[src/rtl/lpt_ram.sv]
// Generic single-port-write, single-port-read RAM with registered read data.
module lpt_ram #(
  parameter int unsigned WIDTH = 8,
  parameter int unsigned DEPTH = 256
) (
  input  logic                     clk,
  input  logic                     wr_en,
  input  logic [$clog2(DEPTH)-1:0] wr_addr,
  input  logic [WIDTH-1:0]         wr_data,
  input  logic [$clog2(DEPTH)-1:0] rd_addr,
  output logic [WIDTH-1:0]         rd_data
);

  logic [WIDTH-1:0] mem [DEPTH];

  always_ff @(posedge clk) begin
    if (wr_en) begin
      mem[wr_addr] <= wr_data;
    end
    rd_data <= mem[rd_addr];
  end

endmodule

[config.mk]
export PLATFORM = sky130hd
export DESIGN_NAME = lpt_ram
export DESIGN_NICKNAME = d
export VERILOG_FILES = /design/src/rtl/lpt_ram.sv
export SDC_FILE = /design/constraint.sdc
export NUM_CORES = 2
export LEC_CHECK = 0
export BUFFER_PORTS_ARGS = -buffer_cell sky130_fd_sc_hd__buf_2
export CAP_MARGIN = 20
export CORE_ASPECT_RATIO = 1.25
export CORE_MARGIN = 2
export CORE_UTILIZATION = 40
export DETAILED_ROUTE_END_ITERATION = 6
export GPL_TIMING_DRIVEN = 0
export PLACE_DENSITY_LB_ADDON = 0.25
export SLEW_MARGIN = 30
export SYNTH_ARGS = -nofsm -noshare
export SYNTH_HDL_FRONTEND = slang
export SYNTH_SLANG_ARGS = --single-unit
[constraint.sdc]
create_clock -name clk -period 1.95 [get_ports clk]
set_input_delay 0.0975 -clock clk [delete_from_list [all_inputs] [get_ports clk]]
set_output_delay 0.0975 -clock clk [all_outputs]
set_load 0.05 [all_outputs]
==> metrics.md <==
| Metric | Value |
|---|---|
| Status | `finished with violations` |
| Violated checks | `negative setup slack` |
| Initial core utilization | `0.401` |
| Vias in the first global route | `41000` |
| Warnings, synthesis | `0` |
| Layout cells sized above 1 | `0.308` |
| Synth Cell Area | `79600 sq um` |
| Gate Count Post-Synth | `3733` |
| DRT iter0 DRCs | `5413` |
| Hold path depth | `3` |
| Num CTS Buffers | `192` |
| DP Area | `84400 sq um` |
| Max-capacitance violation count | `0` |
| Synth Flop Type | `edfxtp_1` |
| EDFF count, synth | `2048` |
| Synth Register Bits | `2056` |
| Clock sink count | `2056` |
| Pwr dens | `999 nW/um^2` |
| Slowest stage cell, crit path | `a21oi_2` |
| Mapped Nets | `3759` |
| RSZ-0062 raised after global routing | `yes` |
| Max Slew Vio Count | `0` |
| Hold crit path type | `in2reg` |
| Multi-input gate area | `17800 sq um` |
| Via-to-Cell Ratio | `6.08` |
| Site Rows | `183` |
| Drc violations | `0` |
| Flop-to-flop setup slack | `-590 ps` |
| Design area | `92100 sq um` |
| Bufs on Longest Clock Path | `3` |
| Setup violators final | `79` |
| Routed WL | `250 mm` |
| Sequential area share after synthesis | `0.775` |
| # H-tree levels | `4` |
| Worst-margin pin slew | `1070 ps` |
| Type of the worst setup path | `in2reg` |
| Crit path max fanout | `10` |
| CTS tree | `done` |
| CTS Root Buffer Type | `clkbuf_16` |
| First-pass GRT wire length | `339 mm` |
| Critical Path Max Stage Delay | `810 ps` |
| DRT antenna net count | `0` |
| CP Cell Sequence | `buf_2 > clkbuf_2 > clkbuf_2 > a21oi_2 > a21oi_1 > nor4_4 > nor4_4` |
| Hold Path End | `mem[237][3]` |
| Register Area | `61700 sq um` |
| Fmax | `392 MHz` |
| Setup TNS | `-5780 ps` |
| Leak pwr | `0.0282 uW` |
| Layout area overhead | `15.8%` |
| Num ports | `34` |
| Hold Startpoint | `wr_addr[6]` |
| Crit path capture type | `flop` |
| Pwr Total | `92000 uW` |
| Initial antenna violation count | `15` |
| Post-synthesis async set-or-reset flop share | `0` |
| DRT Pass-1 Iters | `6` |
| Gr ovfl total | `0` |
| Critical Path RT | `2630 ps` |
| Period utilisation layout | `1.31` |
| Largest net degree at the start of global routing | `117` |
| R2r worst-path depth | `5` |
| Total track usage | `0.246` |
| Port bufs | `26` |
| Fin util | `0.465` |
| Area of the die | `202000 sq um` |
| Reg2reg start | `mem[83][4]` |
| Die H | `503 um` |
| Final net count | `4040` |
| Share of the synthesized area in the top cell type | `0.773` |
| Avg Synthesized Cell Area | `21.3 sq um` |
| Setup WS pre-CTS | `-2600 ps` |
| Netlist cell types | `55` |
| Clock latency on the worst-skew pair | `860 ps` |
| Placed wire-length estimate | `170 mm` |
| Largest cells by area after synthesis | `edfxtp_1 (77%), mux4_2 (13%), mux2i_1 (1.7%)` |
| R2r endpoint | `rd_data[4]` |
| Max Clock Skew | `24.0 ps` |
| Gpl congestion | `0.965` |
| Clock slew at reported path FFs | `60 ps` |
| Post-synth top area cell | `edfxtp_1` |
| Slew HR | `0.286` |
| Max IR drop VDD | `0.00106 V` |
| WP data arrival | `3220 ps` |
| Via Count | `41200` |
| Routed wire length per instance | `36.9 um` |
| FILL cells | `16400` |
| Min cycle time layout | `2550 ps` |
| Die X | `403 um` |
| Area of the core | `198000 sq um` |
| Setup WS post-layout | `-599 ps` |
| Startpoint types | `input pin` |
| Final hold vios | `0` |
how the worst max path moves through the flow:
stage | start | end | slack, ps | depth (start not counted)
final | rd_addr[3] | rd_data[7] | -600 | 7
after global routing | mem[83][4] | rd_data[4] | -520 | 5
after CTS | mem[83][4] | rd_data[4] | -510 | 5
after detailed placement | rd_addr[2] | rd_data[1] | -2600 | 9
after global placement | rd_addr[4] | rd_data[4] | -3650 | 9
after floorplan | rd_addr[1] | rd_data[6] | -0.02 | 9
state kept, by name, summed over array words and instances, names as in the netlist:
signal   flops
mem       2048
rd_data      8
layer usage:
metal	wire, um	share of wire	vias to the layer above	global-route usage
li1	-	-	16300	-
met1	92000	0.37	22200	0.306
met2	120000	0.48	2152	0.399
met3	21100	0.085	530	0.0543
met4	16500	0.066	18	0.144
met5	118	0.00047	-	0
worst max-delay path: cells and delay by family:
kind / cells / cell delay [ps]
compound gates: 2 / 1140
simple gates: 2 / 850
buf+inv: 3 / 1070
Yosys cell counts, types with 5 or more instances:
master / n
buf_4: 27
nand3_1: 34
o21ai_0: 10
buf_2: 31
o221ai_1: 46
nor2_1: 282
buf_1: 22
nand2b_1: 8
a21oi_1: 96
o211ai_1: 10
buf_12: 8
nand2_1: 33
nand4_1: 10
buf_8: 13
edfxtp_1: 2048
nor2b_1: 31
mux2i_1: 134
and2_1: 6
a22oi_1: 133
nor3_1: 22
a22o_1: 8
mux4_2: 454
o22a_1: 5
a221oi_1: 13
clkbuf_1: 111
o22ai_1: 28
a211oi_1: 16
buf_6: 21
dfxtp_1: 8
nor4_1: 24
layout by cell type (no fill, tap or decap), types with 8 or more instances in the layout:
| master | count |
|---|---|
| clkinv_2 | 47 |
| buf_4 | 51 |
| clkinv_1 | 48 |
| nor2_1 | 116 |
| o21ai_0 | 8 |
| a211oi_1 | 10 |
| nor2_4 | 20 |
| nor2b_1 | 28 |
| clkbuf_4 | 20 |
| o22ai_1 | 28 |
| clkbuf_1 | 63 |
| dfxtp_1 | 8 |
| mux2i_1 | 134 |
| nor3_4 | 8 |
| nand3_1 | 29 |
| buf_12 | 14 |
| clkbuf_16 | 196 |
| nand2_1 | 32 |
| nand2b_1 | 8 |
| a22o_1 | 8 |
| edfxtp_1 | 2048 |
| nor4_4 | 15 |
| buf_8 | 30 |
| a21oi_2 | 19 |
| nor2_2 | 146 |
| o221ai_1 | 37 |
| buf_2 | 47 |
| mux4_2 | 455 |
| buf_6 | 17 |
| nor4_2 | 8 |
| buf_16 | 36 |
| bufinv_16 | 17 |
| o221ai_2 | 10 |
| o211ai_1 | 10 |
| a22oi_1 | 127 |
| a21oi_1 | 77 |
| dlygate4sd3_1 | 10 |
| clkbuf_2 | 58 |
| nand4_1 | 10 |
kinds of logic after synthesis:
| logic type | share of synthesized area |
|---|---|
| compound gates | 0.0342 |
| flops | 0.775 |
| mux | 0.146 |
| simple gates | 0.0263 |
| buf+inv | 0.0183 |
layout make-up:
class                           count  share of cell area
Antenna cell                        4            0.000109
Timing Repair Buffer               88              0.0160
Buffer                            232              0.0191
Inverter                            2           0.0000951
Clock inverter                    126              0.0121
Sequential cell                  2056               0.669
Tap cell                         2590              0.0352
Clock buffer                      229              0.0546
Multi-Input combinational cell   1442               0.193
report_power, final:
group	switching (uW)	internal (uW)	leakage (uW)
Combinational	4060	1860	0.00671
Clock	16700	20700	0.00303
Sequential	27.6	48700	0.0185
through the flow:
step / hold WS (ps) / cells
floorplan: 196 / 3733
global placement: 572 / 6349
detailed placement: 517 / 6391
CTS: 9.55 / 6765
global route: 59.2 / 6767
finish: 65.2 / 6769
repair_timing:
action,in CTS,in global routing
endpoints found under the hold margin,1000,0
hold buffers,10,0
pin swaps,13,20
resized for setup,277,107
buffers inserted,10,0
setup endpoints to repair,1358,677
(Power assumes the default switching activity.)
